`config.mk`:
```
export PLATFORM = sky130hd
export DESIGN_NAME = psue_mul
export DESIGN_NICKNAME = d
export VERILOG_FILES = /design/src/sv/psue_pkg.sv /design/src/sv/psue_mul.sv
export SDC_FILE = /design/constraint.sdc
export NUM_CORES = 2
export LEC_CHECK = 0
export ABC_AREA = 1
export BUFFER_PORTS_ARGS = -buffer_cell sky130_fd_sc_hd__buf_2
export CAP_MARGIN = 20
export CORE_MARGIN = 5
export CORE_UTILIZATION = 25
export DETAILED_ROUTE_END_ITERATION = 10
export MAX_ROUTING_LAYER = met4
export PLACE_DENSITY = 0.41
export SETUP_SLACK_MARGIN = 0.02
export SKIP_CTS_REPAIR_TIMING = 1
export SYNTH_ARGS = -nofsm -noshare
export SYNTH_HDL_FRONTEND = slang
export SYNTH_SLANG_ARGS = --single-unit
```
`constraint.sdc`:
```
create_clock -name clk_i -period 8.6 [get_ports clk_i]
set_input_delay 0.86 -clock clk_i [delete_from_list [all_inputs] [get_ports clk_i]]
set_output_delay 0.86 -clock clk_i [all_outputs]
set_load 0.05 [all_outputs]
```
`src/sv/psue_pkg.sv`:
```
package psue_pkg;

  localparam int NP = 64;
  localparam int ND = 64;
  localparam int PW = $clog2(NP);
  localparam int DW = $clog2(ND);
  localparam int EW = PW + DW;

  localparam logic [1:0] CFG_COG = 2'd0;
  localparam logic [1:0] CFG_SOC = 2'd1;
  localparam logic [1:0] CFG_MAX = 2'd2;

  localparam logic [1:0] K_BOUNDS = 2'd0;
  localparam logic [1:0] K_LOAD   = 2'd1;
  localparam logic [1:0] K_REPORT = 2'd2;
  localparam logic [1:0] K_UPDATE = 2'd3;

  typedef enum logic [3:0] {
    S_IDLE, S_RD, S_G1, S_T1, S_G2, S_T2, S_CLAMP, S_FOLD, S_WB,
    S_CMP, S_COPY, S_COPYW, S_DONE
  } state_e;

  // Multiplier operation request from the sequencer
  typedef struct packed {
    logic signed [33:0] a;
    logic [19:0]        b;
  } mul_req_t;

endpackage

```
`src/sv/psue_mul.sv`:
```
module psue_mul (
  input  logic              clk_i,
  input  psue_pkg::mul_req_t req_i,
  output logic signed [52:0] prod_o
);

  // Single shared signed-by-unsigned multiply, registered
  logic signed [52:0] prod_q;
  always_ff @(posedge clk_i) begin
    prod_q <= 53'(req_i.a * $signed({1'b0, req_i.b}));
  end
  assign prod_o = prod_q;

endmodule

```
-- Yosys cells after proc, flatten, opt, wreduce, memory -nomap -nowiden
Cells that the tools add are included.
- register bits: 53
- input bits: 55
- output and inout port bits: 53
- word-level logic and storage cells: 2
- $mul: 1
- operator list (kind ; count):
    $mul 34x21->53 ; 1

-- Longest topological paths before layout
- depth after elaboration: 1
- gate-level depth with buffers: 30
- depth with buffers taken out: 28

-- Least setup slack after synthesis
No wires, ideal clock.
- path kind: input to register
- from: in req_i[53] (netlist name)
- to: reg prod_q[51], in the netlist prod_o[51]
- library setup time: 0.114 ns
- data arrival time: 6.584 ns
- slack: 1.902 ns
- stages on the path: 24
- buffers on the path: 2
- cells stage by stage: buf_2 buf_1 nand2_1 fa_1 inv_1 fa_1 inv_1 fa_1 inv_1 fa_1 inv_1 fa_1 inv_1 fa_1 fa_1 ha_1 inv_1 nor3_1 and2_1 nand2_1 nor2_1 nand2_1 nand4_1 nand2_1
- cells in the longest elaborated chain, start to end: 1
- ends and longest elaborated chain (what ; line ; text):
    start: declaration ; psue_mul.sv:3 ; input psue_pkg::mul_req_t req_i,
    $mul 34x21->53 ; psue_mul.sv:10 ; prod_q <= 53'(req_i.a * $signed({1'b0, req_i.b}));
    end signal: assignment ; psue_mul.sv:10 ;
    end: declaration ; psue_mul.sv:8 ; logic signed [52:0] prod_q;
No other way between the ends.

-- Final worst setup path
- from: in req_i[5] (netlist name)
- to: reg prod_q[46], in the netlist prod_o[46]
Same word-level chain as after synthesis.

==> summary.log <==
qor: sta.finalSetupTns 0 ns
qor: sta.max_freq 135 MHz
qor: floorplanning.die_h 337 µm
qor: synthesis.synth.ff_latch_count 53
qor: grt.via_count_of_the_first_global_routing_pass 22.5k
qor: cells_and_area.multi_input_comb_area 20400 µm²
qor: critical_path.worstSetupEndpointType register
qor: sta.post-route-min-period 7.39 ns
qor: critical_path.critPathMaxStageDelay 0.67 ns
qor: place.io_buffer_count 107
qor: grt.grt_overflow_total 0
qor: sta.hold_viol 0
qor: critical_path.category_of_the_most_critical_setup_path in2reg
qor: floorplanning.core_area 106000 µm²
qor: cells_and_area.largest_register_ff_count 53
qor: synthesis.post_synth_instance_area 26700 µm²
qor: synthesis.ys_seq_area_share 3.98%
qor: floorplanning.initial_core_util 25.3%
qor: cells_and_area.fillers 11.6k
qor: floorplanning.die_area 113000 µm²
qor: job.cap_viol_max_count 0
qor: routing.firstDrtPassIters 5
qor: sta.layout_setup_ws 1.21 ns
qor: routing.drt_first_iter_violations 900
qor: floorplanning.io_pins 108
qor: place.hpwl 74000 µm
qor: cells_and_area.total_area_of_sequential_cells 1060 µm²
qor: sta.slew_viol_final 0
qor: grt.pin_count_of_the_biggest_net_entering_global_routing 35
qor: sta.worst_slew_pin_slew 0.983 ns
qor: clock_tree.cts-root-buf clkbuf_16
qor: cells_and_area.finalInstanceArea 28700 µm²
qor: sta.maxSlewHeadroom 34.4%
qor: clock_tree.clk_path_buf_depth 2
qor: clock_tree.h-tree-depth 2
qor: routing.vias 20.2k
qor: critical_path.crit_arrival 7.58 ns
qor: routing.route.antenna.remaining_nets 0
qor: sta.setup_repair_after_global_routing_missed_its_margin no
qor: critical_path.timing.critical_path.cells buf_2, nand2_1, fa_1, inv_1, fa_1, inv_1, fa_1, inv_1, fa_1, fa_1, fa_1, fa_1, ha_1, nand2_1, inv_1, nand2_1, nor2_1, nand2_1, nor2_1, nand2_1, nand4_1, nand2_1
qor: cells_and_area.drive_gt1_share 4.36%
qor: critical_path.path_common_cell fa_1
qor: floorplanning.core.rowCount 119
qor: clock_tree.clk_pin_slew 0.08 ns
qor: critical_path.startpoint req_i[5]
qor: critical_path.element_type_at_the_critical_path_start input port
qor: synthesis.syn_nets 4413
qor: place.worst_setup_slack_before_clock_tree_synthesis 0.899 ns
qor: synthesis.avgSynthCellArea 7.47 µm²
qor: grt.initial_antenna_violation_count 13
qor: synthesis.yosysUniqueCellTypes 32
qor: routing.route.detailed.wl_per_inst 17.7 µm
qor: grt.gr-usage-all-layers 16.5%
qor: critical_path.crit_fanout 34
qor: place.gp_congestion 0.908
qor: routing.post-route-drc-count 0
qor: synthesis.synth_top_cell_by_area fa_1
qor: routing.detail_route.wirelength 87700 µm
qor: synthesis.synth_top_cells_by_area fa_1 49%, inv_1 17%, nand2_1 14%, ha_1 6.3%, dfxtp_1 4.0%
qor: critical_path.setup.worst_path.end prod_o[46]
qor: routing.vias_per_cell 4.09
qor: sta.setup_violations 0
qor: status.outcome finished, final reports clean
qor: place.place_area 28500 µm²
qor: critical_path.cpMaxStageDelayCell buf_2
qor: clock_tree.cts_made_buffers 5
qor: sta.fin_crit_sh 86.0%
qor: synthesis.yosys_warnings 0
qor: cells_and_area.areaGrowthSynthToFinish 7.64%
qor: floorplanning.die-width 337 µm
qor: synthesis.yosys.area.top_type_share 49.3%
qor: clock_tree.cts_tree yes
qor: hold_path.worst_hold_path_type in2reg
qor: synthesis.syn-instance-count 3567
qor: critical_path.worst_path_required 8.78 ns
qor: grt.grt_first_pass_wirelength 138000 µm
qor: clock_tree.clock_sinks 53
qor: cells_and_area.final_net_count 4398
metrics by stage:
stage | std cells | hold slack [ns] | util, %
2_1_floorplan | 3567 | 1.19 | -
3_3_place_gp | 4936 | 1.33 | 27.0
3_5_place_dp | 4936 | 1.33 | 27.0
4_1_cts | 4944 | 1.18 | 27.2
5_1_grt | 4948 | 1.18 | 27.2
6_report | 4949 | 1.15 | 27.2
Yosys cell counts, drive strengths merged:
library cell / number
inv: 1239
nand2: 1027
fa: 657
clkbuf: 144
ha: 134
nor2: 80
a21oi: 60
nand3: 57
dfxtp: 53
xor2: 31
o21ai: 29
nand4: 16
nor3: 12
o21bai: 9
buf: 4
nand3b: 4
xnor2: 4
nor4: 2
a21boi: 1
and2: 1
and3: 1
and3b: 1
nor3b: 1
cell type report:
class                           instances  share of cell area, %
Clock inverter                          3                 0.0916
Sequential cell                        53                   3.70
Timing Repair Buffer                  126                   2.41
Clock buffer                            5                  0.436
Antenna cell                            5                 0.0436
Inverter                             1239                   16.2
Tap cell                             1391                   6.06
Multi-Input combinational cell       2127                   71.1
worst min-delay path by stage:
stage                from    endpoint  cells after the start
3_5_place_dp   prod_o[20]  prod_o[20]                      1
4_1_cts         req_i[20]   prod_o[0]                      4
5_1_grt         req_i[20]   prod_o[0]                      4
3_3_place_gp   prod_o[19]  prod_o[19]                      1
6_report        req_i[20]   prod_o[0]                      4
2_1_floorplan   req_i[20]   prod_o[0]                      3
layer usage:
metal	global-route usage, %	vias to the layer above	share of wire, %
met1	21.3	10100	45
met3	1.11	77	3.2
met4	3.49	0	2.6
met5	-	-	0
li1	-	9662	-
met2	28.6	349	50
kinds of logic (layout without fill, tap and decap cells):
family                     Yosys count  in the layout  share of synthesized area, %
AOI/OAI and AO/OA                   99             99                          1.95
and+or+nand+nor                   1202           1202                          17.8
buffers and inverters             1387           1373                          19.5
other                                0              5                             0
adders and majority gates          791            791                          55.6
DFF                                 53             53                          3.98
xor gates and xnor gates            35             35                          1.15
worst max-delay path, delay by kind of cell:
| kind | cells | cell delay, ns |
|---|---|---|
| and+or+nand+nor | 9 | 1.23 |
| adders and majority gates | 8 | 4.23 |
| buffers and inverters | 5 | 1.22 |
cell usage in the layout, fill, tap and decap left out, drive strengths merged:
cell / instances
and3: 1
nor3: 12
clkinvlp: 2
a21oi: 60
nor3b: 1
nor2: 80
diode: 5
buf: 126
ha: 134
nand4: 16
inv: 1240
nand3b: 4
o21ai: 29
nand3: 57
dfxtp: 53
and3b: 1
fa: 657
and2: 1
clkbuf: 5
nor4: 2
xor2: 31
a21boi: 1
nand2: 1027
o21bai: 9
xnor2: 4
Power is left out: the tool's default activity adds up to more than one toggle a clock period on the data nets, which glitch-free logic cannot reach.
